## config.mk

```make
export PLATFORM = sky130hd
export DESIGN_NAME = ccls_front
export DESIGN_NICKNAME = d
export VERILOG_FILES = /design/src/rtl/assert_macros.svh /design/src/rtl/ccls_pkg.sv /design/src/rtl/ccls_front.sv
export SDC_FILE = /design/constraint.sdc
export NUM_CORES = 1
export LEC_CHECK = 0
export BUFFER_PORTS_ARGS = -buffer_cell sky130_fd_sc_hd__buf_2
export CAP_MARGIN = 10
export CORE_MARGIN = 2
export CORE_UTILIZATION = 30
export CTS_BUF_LIST = sky130_fd_sc_hd__clkbuf_8
export CTS_CLUSTER_DIAMETER = 150
export CTS_CLUSTER_SIZE = 20
export DETAILED_ROUTE_END_ITERATION = 12
export GPL_ROUTABILITY_DRIVEN = 0
export GPL_TIMING_DRIVEN = 0
export PLACE_DENSITY_LB_ADDON = 0.05
export RECOVER_POWER = 50
export SLEW_MARGIN = 20
export SYNTH_ARGS = -nofsm -noshare
export SYNTH_HDL_FRONTEND = slang
export SYNTH_SLANG_ARGS = --single-unit
export TNS_END_PERCENT = 20
```

## constraint.sdc

```tcl
create_clock -name i_clk -period 11 [get_ports i_clk]
set_input_delay 2.2 -clock i_clk [delete_from_list [all_inputs] [get_ports i_clk]]
set_output_delay 2.2 -clock i_clk [all_outputs]
set_load 0.05 [all_outputs]
```

## src/rtl/assert_macros.svh

```systemverilog
// Assertion macros used by the back part of the RTL.
`ifndef ASSERT_MACROS_SVH
`define ASSERT_MACROS_SVH

// Checks that an expression holds at every rising clock edge outside reset.
`define CHECK_ALWAYS(lbl, expr) \
    lbl: assert property (@(posedge i_clk) disable iff (!i_rst_n) (expr)) \
        else $error("invariant check failed");

// Checks that a condition is followed by a consequence in the next cycle.
`define CHECK_NEXT(lbl, ante, cons) \
    lbl: assert property (@(posedge i_clk) disable iff (!i_rst_n) (ante) |=> (cons)) \
        else $error("sequence check failed");

`endif

```

## src/rtl/ccls_pkg.sv

```systemverilog
// Types and constants shared by the lattice step modules.
package ccls_pkg;

    localparam int LAT_AW_MAX = 20;
    localparam int CFG_W      = 17;
    localparam int CFG_IDX_W  = 2;
    localparam int SPECIES_N  = 5;

    localparam logic [CFG_IDX_W-1:0] CFG_REPRODUCE = 2'd0;
    localparam logic [CFG_IDX_W-1:0] CFG_COMPETE   = 2'd1;
    localparam logic [CFG_IDX_W-1:0] CFG_WEAK_EARLY = 2'd2;
    localparam logic [CFG_IDX_W-1:0] CFG_WEAK_LATE  = 2'd3;

    localparam logic [CFG_W-1:0] REPRODUCE_RST  = 17'd32768;
    localparam logic [CFG_W-1:0] COMPETE_RST    = 17'd16384;
    localparam logic [CFG_W-1:0] WEAK_EARLY_RST = 17'd65536;
    localparam logic [CFG_W-1:0] WEAK_LATE_RST  = 17'd65536;

    localparam logic REQ_LOAD  = 1'b0;
    localparam logic REQ_EVENT = 1'b1;

    localparam logic [2:0] DIR_YP   = 3'd0;
    localparam logic [2:0] DIR_YM   = 3'd1;
    localparam logic [2:0] DIR_XP   = 3'd2;
    localparam logic [2:0] DIR_XM   = 3'd3;
    localparam logic [2:0] DIR_XPYP = 3'd4;
    localparam logic [2:0] DIR_XMYM = 3'd5;
    localparam logic [2:0] DIR_XMYP = 3'd6;
    localparam logic [2:0] DIR_XPYM = 3'd7;

    localparam logic [2:0] OUT_LOADED     = 3'd0;
    localparam logic [2:0] OUT_EMPTY      = 3'd1;
    localparam logic [2:0] OUT_REPRODUCED = 3'd2;
    localparam logic [2:0] OUT_PREDATED   = 3'd3;
    localparam logic [2:0] OUT_MOVED      = 3'd4;
    localparam logic [2:0] OUT_NO_EFFECT  = 3'd5;

    localparam logic [2:0] SPECIES_EMPTY = 3'd0;
    localparam logic [2:0] SPECIES_LAST  = 3'd5;
    localparam logic [2:0] SPECIES_FIRST = 3'd1;
    localparam logic [2:0] SPECIES_EARLY_MAX = 3'd2;

    typedef enum logic [1:0] {
        ACT_REPRODUCE,
        ACT_PREDATE,
        ACT_MOVE
    } t_act;

    typedef struct packed {
        logic        req_type;
        logic [7:0]  cell_x;
        logic [7:0]  cell_y;
        logic [2:0]  load_species;
        logic [2:0]  direction;
        logic [15:0] action_draw;
        logic [15:0] weakness_draw;
    } t_in_item;

    typedef struct packed {
        logic [2:0]  outcome;
        logic [2:0]  victim_species;
        logic [16:0] pop_one;
        logic [16:0] pop_two;
        logic [16:0] pop_three;
        logic [16:0] pop_four;
        logic [16:0] pop_five;
        logic [31:0] success_count;
        logic        sweep_done;
        logic        extinct;
    } t_out_item;

    typedef struct packed {
        logic                  req_type;
        logic [LAT_AW_MAX-1:0] addr_a;
        logic [LAT_AW_MAX-1:0] addr_p;
        logic [2:0]            load_species;
        t_act                  act;
        logic                  pass_early;
        logic                  pass_late;
    } t_cmd;

endpackage

```

## src/rtl/ccls_front.sv

```systemverilog
// Front part: configuration registers, address generation and action classification.
module ccls_front
    import ccls_pkg::*;
#(
    parameter int GRID_W = 256,
    parameter int GRID_H = 256
) (
    input  logic                 i_clk,
    input  logic                 i_rst_n,
    input  logic                 i_cfg_we,
    input  logic [CFG_IDX_W-1:0] i_cfg_idx,
    input  logic [CFG_W-1:0]     i_cfg_data,
    input  logic                 i_valid,
    output logic                 o_ready,
    input  t_in_item             i_item,
    input  logic                 i_hold,
    output logic                 o_cmd_valid,
    input  logic                 i_cmd_ready,
    output t_cmd                 o_cmd
);

    localparam int CELLS = GRID_W * GRID_H;
    localparam int AW    = $clog2(CELLS);
    localparam int XW    = $clog2(GRID_W);
    localparam int YW    = $clog2(GRID_H);

    logic [CFG_W-1:0] r_reproduce_prob;
    logic [CFG_W-1:0] r_compete_prob;
    logic [CFG_W-1:0] r_weak_early;
    logic [CFG_W-1:0] r_weak_late;

    logic [XW-1:0] w_xmod_tab [256];
    logic [YW-1:0] w_ymod_tab [256];
    logic [XW-1:0] w_cx, w_xp, w_xm, w_nx;
    logic [YW-1:0] w_cy, w_yp, w_ym, w_ny;
    logic [AW-1:0] w_addr_a, w_addr_p;
    logic [CFG_W:0] w_band_sum;
    t_act           w_act;

    for (genvar g = 0; g < 256; g++) begin : g_mod_tab
        assign w_xmod_tab[g] = XW'(g % GRID_W);
        assign w_ymod_tab[g] = YW'(g % GRID_H);
    end

    always_ff @(posedge i_clk) begin
        if (!i_rst_n) begin
            r_reproduce_prob <= REPRODUCE_RST;
            r_compete_prob   <= COMPETE_RST;
            r_weak_early     <= WEAK_EARLY_RST;
            r_weak_late      <= WEAK_LATE_RST;
        end else if (i_cfg_we) begin
            unique case (i_cfg_idx)
                CFG_REPRODUCE:  r_reproduce_prob <= i_cfg_data;
                CFG_COMPETE:    r_compete_prob   <= i_cfg_data;
                CFG_WEAK_EARLY: r_weak_early     <= i_cfg_data;
                CFG_WEAK_LATE:  r_weak_late      <= i_cfg_data;
                default: ;
            endcase
        end
    end

    assign w_cx = w_xmod_tab[i_item.cell_x];
    assign w_cy = w_ymod_tab[i_item.cell_y];
    assign w_xp = (w_cx == XW'(GRID_W - 1)) ? '0 : w_cx + 1'b1;
    assign w_xm = (w_cx == '0) ? XW'(GRID_W - 1) : w_cx - 1'b1;
    assign w_yp = (w_cy == YW'(GRID_H - 1)) ? '0 : w_cy + 1'b1;
    assign w_ym = (w_cy == '0) ? YW'(GRID_H - 1) : w_cy - 1'b1;

    always_comb begin
        w_nx = w_cx;
        w_ny = w_cy;
        unique case (i_item.direction)
            DIR_YP:   w_ny = w_yp;
            DIR_YM:   w_ny = w_ym;
            DIR_XP:   w_nx = w_xp;
            DIR_XM:   w_nx = w_xm;
            DIR_XPYP: begin w_nx = w_xp; w_ny = w_yp; end
            DIR_XMYM: begin w_nx = w_xm; w_ny = w_ym; end
            DIR_XMYP: begin w_nx = w_xm; w_ny = w_yp; end
            DIR_XPYM: begin w_nx = w_xp; w_ny = w_ym; end
            default: ;
        endcase
    end

    assign w_addr_a = AW'(w_cy) * AW'(GRID_W) + AW'(w_cx);
    assign w_addr_p = AW'(w_ny) * AW'(GRID_W) + AW'(w_nx);

    assign w_band_sum = {1'b0, r_reproduce_prob} + {1'b0, r_compete_prob};

    always_comb begin
        if ({1'b0, i_item.action_draw} < r_reproduce_prob) begin
            w_act = ACT_REPRODUCE;
        end else if ({2'b0, i_item.action_draw} < w_band_sum) begin
            w_act = ACT_PREDATE;
        end else begin
            w_act = ACT_MOVE;
        end
    end

    always_comb begin
        o_cmd.req_type     = i_item.req_type;
        o_cmd.addr_a       = LAT_AW_MAX'(w_addr_a);
        o_cmd.addr_p       = LAT_AW_MAX'(w_addr_p);
        o_cmd.load_species = (i_item.load_species > SPECIES_LAST) ? SPECIES_EMPTY
                                                                  : i_item.load_species;
        o_cmd.act          = w_act;
        o_cmd.pass_early   = {1'b0, i_item.weakness_draw} < r_weak_early;
        o_cmd.pass_late    = {1'b0, i_item.weakness_draw} < r_weak_late;
    end

    assign o_cmd_valid = i_valid && !i_hold;
    assign o_ready     = i_cmd_ready && !i_hold;

endmodule

```

## Word-level counts from Yosys, hierarchy flattened

Memory sizes are Yosys's and may differ from the RTL's.
Index checks and enable logic that the tools add are counted.

- Add/subtract/negate cells: 7
- $lt $le $gt $ge: 7
- Equality and inequality tests: 12
- Multiplexer cells: 13
- Bitwise operators: 2
- Reductions and logical operators: 15

Operator list:

| kind | count |
|---|---|
| $mux W8 | 8 |
| $lt A16 B17 Y1 | 3 |
| $add A16 B8 Y16 | 2 |
| $pmux W8 S2 | 2 |
| $add A17 B17 Y18 | 1 |
| $ge A9 B9 Y1 const B | 2 |
| $lt A16 B18 Y1 | 1 |
| $not A8 Y9 | 2 |
| $add A8 B1 Y8 const B | 2 |
| $eq A8 B8 Y1 const B | 2 |
| $logic_not A8 Y1 | 2 |
| $sub A8 B1 Y8 const B | 2 |
| $eq A3 B3 Y1 const B | 4 |
| $reduce_or A3 Y1 | 4 |
| $reduce_and A2 Y1 | 4 |
| $eq A3 B2 Y1 const B | 2 |
| $eq A2 B2 Y1 const B | 2 |
| $mux W2 | 2 |
| $eq A3 B1 Y1 const B | 1 |
| $gt A3 B3 Y1 const B | 1 |
| $logic_not A3 Y1 | 1 |
| $mux W3 | 1 |
| $eq A2 B1 Y1 const B | 1 |
| $logic_and A1 B1 Y1 | 2 |
| other kinds (2) | 2 |

- Register bits after elaboration: 68
- Memory bits (read-only): 4096
- Input bits: 80
- Output and inout port bits: 50
- Memories kept: 2

Memory list:

| name | words | bits a word | read ports | clocked after memory_dff | wr ports | RTL line | RTL |
|---|---|---|---|---|---|---|---|
| (no name shown) | 256 | 8 | 1 | 0 | 0 | ccls_front.sv:63 | `assign w_cy = w_ymod_tab[i_item.cell_y];` |
| (no name shown) | 256 | 8 | 1 | 0 | 0 | ccls_front.sv:62 | `assign w_cx = w_xmod_tab[i_item.cell_x];` |

## Longest topological paths before layout

- Word-level depth: 8
- Gate-level depth with buffers: 16
- Mapped depth without buffers: 16

## Least setup slack after synthesis

Ideal clock, no wire load.

- Kind: input port to output port
- From: input i_item[32] (netlist bit)
- To: output o_cmd[10] (netlist bit)
- Arrival time: 4.917 ns
- Data required time: 8.800 ns
- Setup slack: 3.883 ns
- Stages: 6
- Buffers on the path: 1
- Cell sequence: buf_2 -> nor2_1 -> o21ai_0 -> o21ai_1 -> nand2_1 -> o311ai_0

RTL lines:

| what | RTL line | RTL |
|---|---|---|
| start, declared | ccls_front.sv:15 | `input t_in_item i_item,` |
| end, declared | ccls_front.sv:19 | `output t_cmd o_cmd` |

==> reports/results.ini <==
[status]
outcome=completed

[synth]
synth_adder_area_share=0.177
muxShareOfSynthArea=0.00189
mappedNetlistArea_mm2=0.00597
synthFlopType=dfxtp_1
ys_ff_latch=68
synthTopCellsByArea=dfxtp_1, ha_1, nand2_1
yosysTopAreaCell=dfxtp_1
synthSimpleGateAreaFrac=0.211
synth.distinct_cells=64
async_flop_share=0
synth_top_family_by_area=compound AO/OA/AOI/OAI gates
netlist.area_leader.share=0.228
synthCells=801
synth_compound_area_frac=0.260
ys_seq_area_frac=0.228
ys_warn_count=0
synth_edf_count=0
avgSynthCellArea_um2=7.45
synth-xor-area-share=0.0308

[setup_path]
cp-start-kind=input pin
end_kind=primary output
r2r_slack_ps=10270
r2r_start=r_reproduce_prob[15]
arrival_ps=4240
worstRegToRegCells=2
critPathMaxFanout=8
timing.rr.end=r_reproduce_prob[15]
crit_required_ps=8800
path_class=in2out

[sta]
worst_slew_pin_slew_ps=1000
finalHoldViolations=0
relSlewSlack=0.329
clock.fmax_ghz=0.155
fin_crit_ps=6440
slew_viol_final=0
skew_ps=0
rsz0062_at_grt=false
setup_violations=0
worst_slack_ps=4560
period_share=0.585
totalNegativeSetupSlack_ps=0

[grt]
grt-ovfl-total=0
grt_max_degree=11
antenna_found_initial=0
grt_pass1_wl_um=27200
grtUsageTotal=0.156
grt_pass1_vias=5352

[pwr]
power_w=0.000678
powerDensity_mw_per_mm2=95.6
ir_worst_vdd_mv=0.0425
p_clk_frac=0.301
p_seq_frac=0.385
p_int_w=0.000440
p_sw_w=0.000238
power_frac_comb=0.314
power_leakage_nw=2.96
swShare=0.350

[floorplanning]
rows=51
die_area_mm2=0.0210
initial_utilization=0.307
io_pins=130
core-area_mm2=0.0195
fp.dieH_um=145
die_x_um=145

[clock_network]
numCtsBuffers=9
root_buffer=clkbuf_8
worstSkewPairLatency_ps=350
htreeDepth=3
cts.sinks=68
cts_resized=0
hold_buffers=0
cts_setup_buffers=0
cts_buffer_depth=2
cts_tree=done
clk_pin_slew_worst_paths_ps=70

[place]
dpl.hpwl_um=13500
placed_area_mm2=0.00689
port_buffers=114
place_ws_ps=4530

[drt]
routed_wl_um=16400
drtPass1Iterations=4
drt_iter0_markers=249
antenna_left=0
wl_per_cell_um=13.6
viasPerCell=4.62
vias=5553
drc_errors=0

[final_layout]
final_area_mm2=0.00709
layout-drive-gt1-share=0.176
area_delta_synth_final_pct=18.8
nFillCells=2092
n_antenna_cell=0
final_nets=1097

[flow_run]
drv_cap=0

[hold_path]
min-delay-start=r_weak_late[11]
whs_path_depth=2
min_to=r_weak_late[11]
hold_path_class=reg2reg

cell usage in the layout (no fill, tap or decap), types with 4 or more instances in the layout:
master	instances
a211oi_1	7
a21boi_0	65
a21o_1	21
a21oi_1	52
a31oi_1	7
and3_1	6
buf_2	115
buf_4	25
clkbuf_1	31
clkbuf_8	14
conb_1	8
dfxtp_1	68
ha_1	83
inv_1	61
nand2_1	167
nand2b_1	10
nand3_1	16
nand4_1	8
nor2_1	29
nor2b_1	10
nor3_1	9
o211ai_1	5
o21a_1	4
o21ai_0	38
o22ai_1	4
xnor2_1	11
xor2_1	10
worst max-delay path, stage by stage:
cell and delay, ps:
buf_2 110, clkbuf_1 320, inv_1 120, ha_1 260
nor3b_2 170, xor2_1 130, nor2_1 90, a211oi_1 230
a31oi_1 80, a221oi_2 220, buf_2 300
routing by layer:
metal	vias to the layer above	wire length (um)	share of wire	GRT usage
li1	3019	-	-	-
met1	2417	8920	0.54	0.240
met2	110	6760	0.41	0.227
met3	7	597	0.036	0.0233
met4	0	100	0.0061	0.0312
met5	-	0	0	0
logic make-up after synthesis:
| group | Yosys count |
|---|---|
| flip-flops | 68 |
| XOR/XNOR | 21 |
| other | 1 |
| AO/OA/AOI/OAI | 234 |
| adder cells (fa/ha/maj) | 84 |
| buffers and inverters | 116 |
| AND/OR/NAND/NOR | 276 |
| multiplexers | 1 |
state kept, by name, summed over array words and instances (netlist names):
| name | cells |
|---|---|
| r_compete_prob | 17 |
| r_weak_late | 17 |
| r_weak_early | 17 |
| r_reproduce_prob | 17 |
worst max path at each step:
| stage | from | end | cells after the start |
|---|---|---|---|
| after CTS | i_item[10] | o_cmd[0] | 8 |
| after floorplan | i_item[32] | o_cmd[10] | 6 |
| after global placement | i_item[10] | o_cmd[0] | 8 |
| after detailed placement | i_item[10] | o_cmd[0] | 8 |
| after global routing | i_item[46] | o_cmd[13] | 11 |
| final | i_item[46] | o_cmd[13] | 11 |
through the flow:
stage / hold slack [ps] / cells / utilization
global placement: 459 / 1187 / 0.354
global route: 490 / 1203 / 0.364
detailed placement: 463 / 1187 / 0.354
CTS: 473 / 1203 / 0.365
floorplan: 442 / 808 / -
finish: 469 / 1203 / 0.364
power by group through the flow:
stage	logic, W	clock network [W]	registers (W)
2_1_floorplan	0.000153	0	0.000264
3_3_place_gp	0.000216	0	0.000266
3_5_place_dp	0.000215	0	0.000266
4_1_cts	0.000216	0.000212	0.000261
5_1_grt	0.000239	0.000222	0.000262
6_report	0.000213	0.000204	0.000261
synth_stat cells (all sizes together) (3+ instances only):
cell       n
a41oi      3
nand2b    10
ha        83
clkbuf    30
a31oi      7
a211oi     7
xor2      10
nand4      8
o21ai     40
o22ai      4
nor3b      3
o31a       3
inv       59
o2111ai    3
a21oi     53
a21boi    65
or3        3
o21a       4
o211ai     6
dfxtp     68
nor2      29
nand3     16
buf       27
nand2    167
nor2b     10
nor3       9
xnor2     11
and3       6
a21o      21
layout make-up:
| cell class | instances | area (um^2) | share of cell area |
|---|---|---|---|
| clock inverters | 2 | 7.51 | 0.00106 |
| multi-input cells | 624 | 4090 | 0.578 |
| inverters | 59 | 221 | 0.0312 |
| repair buffers | 114 | 569 | 0.0803 |
| flip-flops and latches | 68 | 1360 | 0.192 |
| plain buffers | 57 | 310 | 0.0438 |
| well taps | 265 | 332 | 0.0468 |
| clock buffers | 14 | 193 | 0.0272 |
(Power assumes the default switching activity.)
