**config.mk**
```make
export PLATFORM = sky130hd
export DESIGN_NAME = ccls_queue
export DESIGN_NICKNAME = d
export VERILOG_FILES = /design/src/rtl/assert_macros.svh /design/src/rtl/ccls_pkg.sv /design/src/rtl/ccls_queue.sv
export SDC_FILE = /design/constraint.sdc
export NUM_CORES = 1
export LEC_CHECK = 0
export BUFFER_PORTS_ARGS = -buffer_cell sky130_fd_sc_hd__buf_2
export CORE_ASPECT_RATIO = 1.4
export CORE_MARGIN = 8
export CORE_UTILIZATION = 56
export DETAILED_ROUTE_END_ITERATION = 8
export PLACE_DENSITY = 0.83
export SLEW_MARGIN = 20
export SYNTH_ARGS = -nofsm -noshare
export SYNTH_HDL_FRONTEND = slang
export SYNTH_SLANG_ARGS = --single-unit
```
**constraint.sdc**
```tcl
create_clock -name i_clk -period 6.2 [get_ports i_clk]
set_input_delay 0.93 -clock i_clk [delete_from_list [all_inputs] [get_ports i_clk]]
set_output_delay 0.93 -clock i_clk [all_outputs]
set_load 0.03 [all_outputs]
```
**src/rtl/assert_macros.svh**
```systemverilog
// Assertion macros used by the back part of the RTL.
`ifndef ASSERT_MACROS_SVH
`define ASSERT_MACROS_SVH

// Checks that an expression holds at every rising clock edge outside reset.
`define CHECK_ALWAYS(lbl, expr) \
    lbl: assert property (@(posedge i_clk) disable iff (!i_rst_n) (expr)) \
        else $error("invariant check failed");

// Checks that a condition is followed by a consequence in the next cycle.
`define CHECK_NEXT(lbl, ante, cons) \
    lbl: assert property (@(posedge i_clk) disable iff (!i_rst_n) (ante) |=> (cons)) \
        else $error("sequence check failed");

`endif

```
**src/rtl/ccls_pkg.sv**
```systemverilog
// Types and constants shared by the lattice step modules.
package ccls_pkg;

    localparam int LAT_AW_MAX = 20;
    localparam int CFG_W      = 17;
    localparam int CFG_IDX_W  = 2;
    localparam int SPECIES_N  = 5;

    localparam logic [CFG_IDX_W-1:0] CFG_REPRODUCE = 2'd0;
    localparam logic [CFG_IDX_W-1:0] CFG_COMPETE   = 2'd1;
    localparam logic [CFG_IDX_W-1:0] CFG_WEAK_EARLY = 2'd2;
    localparam logic [CFG_IDX_W-1:0] CFG_WEAK_LATE  = 2'd3;

    localparam logic [CFG_W-1:0] REPRODUCE_RST  = 17'd32768;
    localparam logic [CFG_W-1:0] COMPETE_RST    = 17'd16384;
    localparam logic [CFG_W-1:0] WEAK_EARLY_RST = 17'd65536;
    localparam logic [CFG_W-1:0] WEAK_LATE_RST  = 17'd65536;

    localparam logic REQ_LOAD  = 1'b0;
    localparam logic REQ_EVENT = 1'b1;

    localparam logic [2:0] DIR_YP   = 3'd0;
    localparam logic [2:0] DIR_YM   = 3'd1;
    localparam logic [2:0] DIR_XP   = 3'd2;
    localparam logic [2:0] DIR_XM   = 3'd3;
    localparam logic [2:0] DIR_XPYP = 3'd4;
    localparam logic [2:0] DIR_XMYM = 3'd5;
    localparam logic [2:0] DIR_XMYP = 3'd6;
    localparam logic [2:0] DIR_XPYM = 3'd7;

    localparam logic [2:0] OUT_LOADED     = 3'd0;
    localparam logic [2:0] OUT_EMPTY      = 3'd1;
    localparam logic [2:0] OUT_REPRODUCED = 3'd2;
    localparam logic [2:0] OUT_PREDATED   = 3'd3;
    localparam logic [2:0] OUT_MOVED      = 3'd4;
    localparam logic [2:0] OUT_NO_EFFECT  = 3'd5;

    localparam logic [2:0] SPECIES_EMPTY = 3'd0;
    localparam logic [2:0] SPECIES_LAST  = 3'd5;
    localparam logic [2:0] SPECIES_FIRST = 3'd1;
    localparam logic [2:0] SPECIES_EARLY_MAX = 3'd2;

    typedef enum logic [1:0] {
        ACT_REPRODUCE,
        ACT_PREDATE,
        ACT_MOVE
    } t_act;

    typedef struct packed {
        logic        req_type;
        logic [7:0]  cell_x;
        logic [7:0]  cell_y;
        logic [2:0]  load_species;
        logic [2:0]  direction;
        logic [15:0] action_draw;
        logic [15:0] weakness_draw;
    } t_in_item;

    typedef struct packed {
        logic [2:0]  outcome;
        logic [2:0]  victim_species;
        logic [16:0] pop_one;
        logic [16:0] pop_two;
        logic [16:0] pop_three;
        logic [16:0] pop_four;
        logic [16:0] pop_five;
        logic [31:0] success_count;
        logic        sweep_done;
        logic        extinct;
    } t_out_item;

    typedef struct packed {
        logic                  req_type;
        logic [LAT_AW_MAX-1:0] addr_a;
        logic [LAT_AW_MAX-1:0] addr_p;
        logic [2:0]            load_species;
        t_act                  act;
        logic                  pass_early;
        logic                  pass_late;
    } t_cmd;

endpackage

```
**src/rtl/ccls_queue.sv**
```systemverilog
// Two-entry command queue between the front and back parts.
module ccls_queue
    import ccls_pkg::*;
(
    input  logic i_clk,
    input  logic i_rst_n,
    input  logic i_push_valid,
    output logic o_push_ready,
    input  t_cmd i_push_cmd,
    output logic o_pop_valid,
    input  logic i_pop_ready,
    output t_cmd o_pop_cmd
);

    t_cmd       r_slot [2];
    logic       r_wp;
    logic       r_rp;
    logic [1:0] r_count;
    logic       w_push;
    logic       w_pop;

    assign o_push_ready = (r_count != 2'd2);
    assign o_pop_valid  = (r_count != 2'd0);
    assign o_pop_cmd    = r_slot[r_rp];
    assign w_push       = i_push_valid && o_push_ready;
    assign w_pop        = o_pop_valid && i_pop_ready;

    always_ff @(posedge i_clk) begin
        if (w_push) begin
            r_slot[r_wp] <= i_push_cmd;
        end
    end

    always_ff @(posedge i_clk) begin
        if (!i_rst_n) begin
            r_wp    <= 1'b0;
            r_rp    <= 1'b0;
            r_count <= 2'd0;
        end else begin
            if (w_push) r_wp <= ~r_wp;
            if (w_pop)  r_rp <= ~r_rp;
            r_count <= r_count + {1'b0, w_push} - {1'b0, w_pop};
        end
    end

endmodule

```
Word-level counts from Yosys, hierarchy flattened --
Memories as Yosys holds them, arrays and structs flattened. A register that Yosys moved wholly into a read port is not among the register bits. Index checks and enable logic that the tools add are counted.
Storage, ports and cells: logic and storage cells 16, RAM bits 96, output and inout bits 50, memories kept 1, input port bits 52, bits in registers 4
Cells by class: bitwise gates (word level) 2, eq/ne operators 1, add/sub/neg operators 2, reduce and logical (&&, ||, !) cells 3, multiplexer cells 4
Memories:
- r_slot | depth 2, width 48, read ports 1, clocked after Yosys merged registers in 1, write ports 1, line ccls_queue.sv:15 | t_cmd r_slot [2];
Operators by type and width (number):
- $mux 1 | 4
- $add 2x1->2 | 1
- $logic_and 1x1->1 | 2
- $ne 2x2->1 const B | 1
- $not 1->1 | 2
- $reduce_bool 2->1 | 1
- $sub 2x1->2 | 1

Longest topological paths before layout --
Gate-level depths: netlist (run 1).
word-level depth 4, gate-level depth with buffers 8, gate-level depth less buffers 8

Worst setup path after synthesis (run 1) --
Ideal clock, no wire load.
path kind input to register, start point input i_push_valid, end point memory r_slot[0][0] (netlist name) (enable), buffers on the path 0, library setup time 454 ps, data required time 5746 ps, slack 2694 ps, data arrival time 3052 ps, stages on the path 2, cells stage by stage nand2_1 > nor2_1
Between the ends: word-level cells in the longest chain between the ends 3
Ends and longest elaborated chain:
- from (decl) | line ccls_queue.sv:7 | input logic i_push_valid,
- $logic_and 1x1->1 | line ccls_queue.sv:25 | assign w_push = i_push_valid && o_push_ready;
- $mux 1 | line ccls_queue.sv:29 | if (w_push) begin
- $mux 1 (not written as such) | line ccls_queue.sv:30 | r_slot[r_wp] <= i_push_cmd;
- to (decl) | line ccls_queue.sv:15
No other way between the ends.

==> results of run 1 <==
-- how the worst max path moves through the flow --
stage	end	startpoint
floorplan	r_slot[0][0]	i_push_valid
global placement	o_pop_cmd[4]	flip-flop
detailed placement	o_pop_cmd[4]	flip-flop
CTS	o_pop_cmd[4]	flip-flop
global route	o_pop_cmd[18]	flip-flop
finish	o_pop_cmd[4]	flip-flop
-- metrics by stage --
step	util [%]	std cells	power, mW	hold WS, ps	worst slack, ps
detailed placement	66.3	345	1.53	514	3430
floorplan	-	173	1.38	455	2690
finish	69.4	361	1.92	530	3070
CTS	69.3	361	1.93	528	3040
global placement	66.3	345	1.52	501	3450
global route	69.4	361	1.99	562	2970
-- final cells by class --
class	instances	area (um^2)	area share, %
clock buffer	9	124	2.72
clock inverter	7	73.8	1.62
inverter	1	3.75	0.0824
multi-input combinational	66	758	16.6
sequential	101	2980	65.5
tap	74	92.6	2.03
timing repair buffer	103	520	11.4
-- power by group --
part | internal [mW] | leakage (nW) | total (mW) | switching (mW)
Combinational | 0.230 | 0.717 | 0.598 | 0.368
Sequential | 0.857 | 0.939 | 0.905 | 0.0478
Clock | 0.189 | 0.0952 | 0.412 | 0.223
Total | 1.28 | 1.75 | 1.92 | 0.639
-- tightest hold or removal path: stages, from the launching register on --
cell,delay [ps]
sky130_fd_sc_hd__dfxtp_1,360
sky130_fd_sc_hd__nand2_1,70
sky130_fd_sc_hd__mux2i_1,60
-- cells in the mapped netlist --
| master | count | area share, % |
|---|---|---|
| sky130_fd_sc_hd__and2_1 | 2 | 0.33 |
| sky130_fd_sc_hd__and3_1 | 1 | 0.17 |
| sky130_fd_sc_hd__buf_2 | 2 | 0.27 |
| sky130_fd_sc_hd__buf_6 | 3 | 0.89 |
| sky130_fd_sc_hd__dfxtp_1 | 5 | 2.7 |
| sky130_fd_sc_hd__edfxtp_1 | 96 | 76 |
| sky130_fd_sc_hd__ha_1 | 2 | 0.66 |
| sky130_fd_sc_hd__inv_1 | 1 | 0.099 |
| sky130_fd_sc_hd__mux2_2 | 28 | 8.3 |
| sky130_fd_sc_hd__mux2_4 | 20 | 8.0 |
| sky130_fd_sc_hd__mux2i_1 | 1 | 0.27 |
| sky130_fd_sc_hd__nand2_1 | 2 | 0.20 |
| sky130_fd_sc_hd__nand2b_1 | 2 | 0.33 |
| sky130_fd_sc_hd__nor2_1 | 1 | 0.099 |
| sky130_fd_sc_hd__nor2b_1 | 2 | 0.33 |
| sky130_fd_sc_hd__o21a_1 | 1 | 0.20 |
| sky130_fd_sc_hd__or2_2 | 1 | 0.17 |
| sky130_fd_sc_hd__xnor2_1 | 3 | 0.70 |
-- cells by family after synthesis --
family / Yosys count / synth area share [%]
DFF: 101 / 79.0
muxes: 49 / 16.6
and+or+nand+nor: 11 / 1.62
buffers and inverters: 6 / 1.26
xor gates and xnor gates: 3 / 0.696
adders and majority gates: 2 / 0.663
AOI/OAI and AO/OA: 1 / 0.199
-- per-layer routing --
metal	track usage (%)	up-vias
li1	-	890
met1	13.9	936
met2	23.4	67
met3	3.63	9
met4	7.04	0
met5	0	-
-- registers in the layout, summed over array words and instances (netlist names), named ones only --
register	cells
r_rp	1
r_wp	1
r_slot	96
r_count	2
==> results.md, run 1 <==
- The run finished with clean final reports.
- For the worst-skew pair, the clock arrives at the later sink with an insertion delay of 360 ps.
- The startpoint identified for the worst register-to-register timing path is r_count[0].
- The number of hold buffers added after CTS was 0.
- The total congestion overflow after global routing is 0.
- In this run the critical register-to-register path is captured at r_slot[0][47].
- The leakage component of the power is 1.75 nW.
- The highest achievable clock rate is 0.320 GHz.
- Synthesis handed over a netlist of 173 instances.
- The CTS tree is built.
- The buffer count from post-CTS setup fixing is 0.
- The final RePlAce weighted congestion is 0.690.
- The final layout contains routed wiring with a total length of 6.57 mm.
- The most common cell after layout, fill and taps aside is sky130_fd_sc_hd__buf_2.
- The first routing iteration left 85 violations.
- For the final routed database, the setup TNS stands at 0 ps.
- The worst hold path passes through 2 cells.
- The total number of clock tree sinks is slightly above 100.
- Of all nets on the critical path, the largest fanout is 27.
- The tool flagged a number of max-cap violations equal to 0.
- The number of buffers and inverters on the critical path is 2.
- The number of iterations in the first detailed-routing pass is 4.
- Entering global routing, the biggest net connects 49 pins.
- The number of gates given a new drive strength after cts is 0.
- Setup repair after global routing left no endpoint under its margin.
- The register clock-pin slew on the reported worst setup and hold paths is 90 ps.
- The count of final setup violators is 0.
- In this run the count of I/O pins placed on the die edge is 102.
- The total of warnings raised by yosys is 0.
- The number of flip-flops and latches in the synthesized netlist is about 100.
- The post-route antenna net violation count is 0.
- The mean instance size in the synthesized netlist is 21.8 um^2.
- The number of distinct library cells after synthesis is 18.
- The required time of the worst setup path is 5270 ps.
- The number of fillers in the final layout is 434.
- The tightest min-delay check is of the flip-flop to flip-flop type.
- Summed over all nets, wire length on met2 after detailed routing comes to ~3.4 mm.
- The clock arrives with 12.0 ps of skew.
- In this run the cell area of the synthesized design comes to 3780 um^2.
- Relative to the synthesized area, the layout overhead comes to 20.7%.
- The total die area is 9660 um^2.
- Summed over all nets, wire length on met3 after detailed routing comes to 430 um.
- The worst setup path is captured at an output pin.
- The worst setup path is of the flip-flop to output pin kind.
- The final critical delay including setup and external delays is 3130 ps.
- The antenna diode count is 0.
- The fraction of final layout cells with drive strength greater than 1 is 59.2%.
- Counting cells, the worst reg-to-reg path comes to 4.
- The area inside the core boundary is 6570 um^2.
- The largest individual stage delay along the critical path comes from the cell sky130_fd_sc_hd__dfxtp_2.
- The number of buffers created by CTS is 9.
- The number of nets produced by synthesis is 227.
- In this run the number of H-tree levels came out at 3.
- The first-pass GRT wire length is 9.75 mm.
- The remaining max-slew budget at the tightest pin is 55.7%.
- The startpoint of the tightest hold check path is r_wp.
- The startpoint class of the critical path is a flip-flop.
- The number of buffer cells added on primary ports is 101.
- The maximum root-to-sink buffer count is 2.
- Detailed placement ended at an HPWL of 4.48 mm.
- The number of max-slew violations in the final report was 0.
- The via count is 1,902.
- Summing all placed instances gives a cell area of 4360 um^2.
- The initial utilization of the core area, before any placement, comes to 57.5%.
- For flop-to-flop paths, the worst setup slack is between 4000 and 5000 ps.
- Power spread over the standard cell area amounts to 420 nW/um^2.
- The register area share after synthesis is 79.0%.
- The topmost layer with routed signal wires is met4.
- In the final routing, the length of wire on met1 measures 2.58 mm.
- The number of cells on the critical path is 3.
- The number of global-route vias before repair is 1,980.
- Row generation in the floorplan step produced 35 rows.
- The vertical extent of the die is 113 um.
- Of the available clock period, the critical path in the final layout requires between 50% and 60%.
- The final-report hold violation count was 0.
- In this design, the stage delay of the slowest critical-path cell is 770 ps.
- Once layout is done, the placed cells without fillers occupy 4560 um^2.
- STA puts the critical path data arrival time at 2200 ps.
- The horizontal die dimension is around 85 um.
- Traced cell by cell, the critical path runs through buf_4 > mux2_2 > buf_2.
- At the pin with the least slew margin, the transition time is around 660 ps.
- The maximum ir drop on the vdd rail is 337 uV.
- The number of antenna violations at the first check in global routing came to 0.
- The kind of cell with the highest combined delay along the critical path is flip-flops.
- In the routed design, unresolved DRC markers number 0.
- The overall routing resource usage is 13.3%.
- The detailed-route vias per instance is 5.27.
- The detail-routed net length per standard cell is between 15 and 20 um.
- The number of nets in the layout is roughly 340.
- The hold-critical path endpoint is r_wp.
- In this run the clock root is driven by a sky130_fd_sc_hd__clkbuf_8.
- The library cells used most frequently in the layout, excluding fill and tap cells, are sky130_fd_sc_hd__buf_2 (101), sky130_fd_sc_hd__edfxtp_1 (96), sky130_fd_sc_hd__mux2_2 (28).
No activity file was read; power rests on OpenSTA's default activity.
==> run 2: changes to the inputs <==
--- a/config.mk
+++ b/config.mk
@@ -5,12 +5,13 @@
 export SDC_FILE = /design/constraint.sdc
 export NUM_CORES = 1
 export LEC_CHECK = 0
+export ABC_AREA = 1
 export BUFFER_PORTS_ARGS = -buffer_cell sky130_fd_sc_hd__buf_2
 export CORE_ASPECT_RATIO = 1.4
 export CORE_MARGIN = 8
-export CORE_UTILIZATION = 56
+export CORE_UTILIZATION = 52
 export DETAILED_ROUTE_END_ITERATION = 8
-export PLACE_DENSITY = 0.83
+export PLACE_DENSITY = 0.78
 export SLEW_MARGIN = 20
 export SYNTH_ARGS = -nofsm -noshare
 export SYNTH_HDL_FRONTEND = slang
==> constraint.sdc (replaced) <==
create_clock -name i_clk -period 3.1 [get_ports i_clk]
set_input_delay 0.465 -clock i_clk [delete_from_list [all_inputs] [get_ports i_clk]]
set_output_delay 0.465 -clock i_clk [all_outputs]
set_load 0.03 [all_outputs]
==> run 2 against run 1 <==
Cell count up 11%. Sequential power up 97%. Core utilization down 5.8 points. Global-route usage up 0.16 points. First-iteration DRC count up 11%. Critical path depth unchanged. Sequential cell count unchanged. Clock power up 69%. Non-clock buffer count up 3. Final area up 0.77%. Setup slack worse by 2000 ps. Critical endpoint is now o_pop_cmd[23]. Largest power group unchanged. Highest routed layer unchanged.
==> results.md, run 2 <==
- The worst path in the final design needs a cycle of just over 2000 ps, including I/O delays and setup.
- The global-route met3 utilization came to 4.40% (+0.78 points).
- The total of warnings raised by yosys is 0 (unchanged).
- The residual DRC count is 0 (unchanged).
- The number of nets in the layout is 351 (+4.5%).
- The footprint of the flip-flops and latches was 2980 um^2 (unchanged).
- The number of max-slew violations in the final report is 0 (unchanged).
- The horizontal die dimension was 88.1 um (+3.1%).
- The clock insertion delay at the later pin of the skew report is 350 ps (about the same).
- The arrival time of the worst setup path is 1590 ps (-610 ps).
- The signal on the critical path passes through buf_4 > mux2_2 > buf_2.
- The root cell of the clock tree is sky130_fd_sc_hd__clkbuf_8.
- The critical-path maximum fanout is 23 (-15%).
- The final-report hold violation count is 0 (unchanged).
- Counting flops per register, the top entry is r_slot.
- The worst-path cell with the longest stage delay is sky130_fd_sc_hd__mux2_2.
- The mean instance size in the synthesized netlist is 20.4 um^2 (-6.3%).
- The number of distinct library cells after synthesis is 12 (-6).
- The final design utilization came to 63.6% (-5.8 points).
- The detailed-route wire length is 6.69 mm (+1.8%).
- The final RePlAce weighted congestion is 0.784 (+14%).
- TritonCTS built the clock tree.
- The number of gates given a new drive strength after cts is 0 (unchanged).
- The count of hold buffers inserted by post-cts repair is 0 (unchanged).
- Sorting the synthesized cells by how often they occur yields sky130_fd_sc_hd__edfxtp_1 (96), sky130_fd_sc_hd__mux2_2 (28), sky130_fd_sc_hd__mux2_4 (20).
- The dominant synthesized flop cell is sky130_fd_sc_hd__edfxtp_1.
- The overall routing resource usage is 13.4% (+0.16 points).
- The max capacitance violation total was 0 (unchanged).
- The flip-flop count of the largest register, all copies and words added came to 96 (unchanged).
- The total congestion overflow after global routing came to 0 (unchanged).
- The pin count of the biggest net entering global routing was 31 (-37%).
- The synthesized cell area is 3780 um^2 (+0.17%).
- The flow ran to the end, and the final reports show no timing, DRC or antenna violations.
- The required time of the worst setup path is 2630 ps (-2640 ps).
- The register area share after synthesis came to 78.9% (-0.13 points).
- The total number of clock tree sinks came to 101 (unchanged).
- The number of buffers and inverters on the critical path came to 2 (unchanged).
- The share of the synthesized area in the top cell type is 76.2% (-0.13 points).
- The post-DP HPWL is 4.90 mm (+9.5%).
- By instance count, the leading cell after synthesis is sky130_fd_sc_hd__edfxtp_1.
- STA classifies the critical path endpoint as an output pin.
- The met2 track demand over resource came to 25.0% (+1.6 points).
- The number of flip-flops and latches in the synthesized netlist is 101 (unchanged).
- The number of placed instances with taps included is 383 (+11%).
- The leakage component of the power is 1.79 nW (+2.0%).
- Derived from the worst setup path, the maximum achievable clock frequency is 0.487 GHz.
- The class of the most critical hold timing path is input port to flip-flop.
- The maximum ir drop on the vdd rail came to 472 uV (+40%).
- The number of buffers created by CTS is 9 (unchanged).
- The remaining max-slew budget at the tightest pin is 60.8% (+5.1 points).
- Setup repair after global routing left no endpoint under its margin.
- The detail-routed net length per standard cell is 16.8 um (-7.9%).
- The smallest hold slack is 301 ps (-228 ps).
- sky130_fd_sc_hd__edfxtp_1 takes more of the synthesized area than any other cell.
- Leaving out fill and tap cells, the most frequent cells in the layout are sky130_fd_sc_hd__buf_2 (101), sky130_fd_sc_hd__edfxtp_1 (96), sky130_fd_sc_hd__mux2_2 (28).
- The register clock-pin slew on the reported worst setup and hold paths was 100 ps (about the same).
- The largest delay contributor family on the critical path is buffers and inverters.
- In the final layout, the registers with the most flip-flops are r_slot (96), r_count (2).
- The vertical extent of the die is 117 um (+3.3%).
- The count of flip-flops with a built-in enable after synthesis is 96 (unchanged).
- The number of iterations in the first detailed-routing pass came to 4 (unchanged).
- The detailed-route vias per instance is 4.89 (-7.2%).
- The DRC violation total after the first TritonRoute iteration is 94 (+11%).
- The worst clock skew was 14.0 ps (+2.00 ps).
- STA classifies the critical path startpoint as a flip-flop.
- The share of synthesized registers carrying an async set or reset is 0% (unchanged).
- The number of buffer cells added on primary ports is 101 (unchanged).
- The buffer count from post-CTS setup fixing came to 0 (unchanged).
- The most common cell after layout, fill and taps aside is sky130_fd_sc_hd__buf_2.
- The overall power of the completed layout was 3.73 mW (+95%).
- The area inside the core boundary is 7220 um^2 (+9.9%).
- The number of antenna violations at the first check in global routing is 0 (unchanged).
- The number of top-level design ports was 102 (unchanged).
- The fraction of final layout cells with drive strength greater than 1 is 56.3% (-2.9 points).
- The first-pass GRT wire length came to 10.2 mm (+4.3%).
- The total die area is 10,300 um^2 (+6.6%).
- The gate count of the mapped netlist is 185 (+6.9%).
- The final total negative setup slack was 0 ps (unchanged).
- The global-route met1 utilization was 12.9% (-1.0 points).
- The placed standard-cell area was 4420 um^2 (+1.6%).
- The worst-case setup slack after placement is 1320 ps (-2120 ps).
- The area of the multi-input gates is 737 um^2 (-2.8%).
- The worst setup path category is flip-flop to output pin.
- The number of global-route vias before repair came to 2,180 (+10%).
- The post-route antenna net violation count was 0 (unchanged).
- The number of nets produced by synthesis is 239 (+5.3%).
- The starting density of the core is 52.4% (-5.1 points).
- The count of final setup violators is 0 (unchanged).
- The floorplan row count came to 37 (+5.7%).
- The number of fillers in the final layout is 547 (+26%).
- After synthesis, the cell types taking the most area are sky130_fd_sc_hd__edfxtp_1 (76%), sky130_fd_sc_hd__mux2_2 (8.3%), sky130_fd_sc_hd__mux2_4 (7.9%), sky130_fd_sc_hd__dfxtp_1 (2.6%), sky130_fd_sc_hd__nand2_1 (0.89%).
- The final non-filler cell total is 399 (+11%).
- Of the available clock period, the critical path in the final layout requires about two thirds.
- The maximum root-to-sink buffer count is 2 (unchanged).
- The setup slack of the critical path after layout is 1050 ps (-2030 ps).
- The most crowded layer after global routing is met2.
- The biggest cell delay along the critical path was 400 ps (-370 ps).
- The H-tree depth came to 3 (unchanged).
- The antenna diode count came to 0 (unchanged).
- The via count was 1,951 (+2.6%).
- Compared with the post-synthesis result, the final layout area differs by 21.4%.
- The final instance area is 4590 um^2 (+0.77%).
- The transition time at the pin with the least slew margin is 587 ps (-77.2 ps).
- The cell area power density came to 811 nW/um^2 (+93%).
==> run 2: changes by cell type after synthesis, sizes merged, moves of 2 or more <==
| cell | previous run | this run |
|---|---|---|
| and2 | 2 | 0 |
| nand2 | 2 | 9 |
| xnor2 | 3 | 0 |
| nor2b | 2 | 0 |
| nand2b | 2 | 0 |
| inv | 1 | 7 |
| nor2 | 1 | 8 |
| nand3 | 0 | 3 |
| a21oi | 0 | 2 |
==> run 2: final cells by class <==
cell class	instances	area share [%]
Sequential cell	101	65.0
Timing Repair Buffer	106	12.1
Inverter	7	0.572
Multi-Input combinational cell	72	16.0
Clock buffer	10	2.78
Clock inverter	6	0.872
Tap cell	97	2.64
==> run 2: layer usage <==
layer / part of all wire, % / wire, um
met5: 0 / 0
met4: 1.6 / 110
met3: 6.3 / 424
met2: 57 / 3780
met1: 35 / 2370
==> run 2: worst reg2reg max path, cell delays in order (launching register included) <==
cell                      delay (ps)
sky130_fd_sc_hd__dfxtp_1         370
sky130_fd_sc_hd__inv_1            70
sky130_fd_sc_hd__nand2_1         120
sky130_fd_sc_hd__nand2_1         120
sky130_fd_sc_hd__nor2_4          480
sky130_fd_sc_hd__buf_12          280
==> run 2: kinds of logic after synthesis <==
family                     Yosys count  synth area share, %
buffers and inverters               12                 1.85
AOI/OAI and AO/OA                    2                0.265
DFF                                101                 78.9
adders and majority gates            2                0.661
and+or+nand+nor                     20                 2.08
muxes                               48                 16.3
==> run 2: final timing paths <==
kind	start	end	slack, ps	cells past startpoint
worst max-delay path	flip-flop	o_pop_cmd[23]	1050	3
worst min-delay path	i_push_cmd[45]	r_slot[1][45]	300	1
worst max register to register	r_count[0]	r_slot[0][36]	1350	5
worst min register to register	r_rp	flip-flop	510	2
==> run 2: power breakdown <==
group | leakage, nW | internal, mW | switching (mW)
clock | 0.0776 | 0.289 | 0.408
sequential | 0.938 | 1.72 | 0.0556
combinational | 0.771 | 0.452 | 0.796
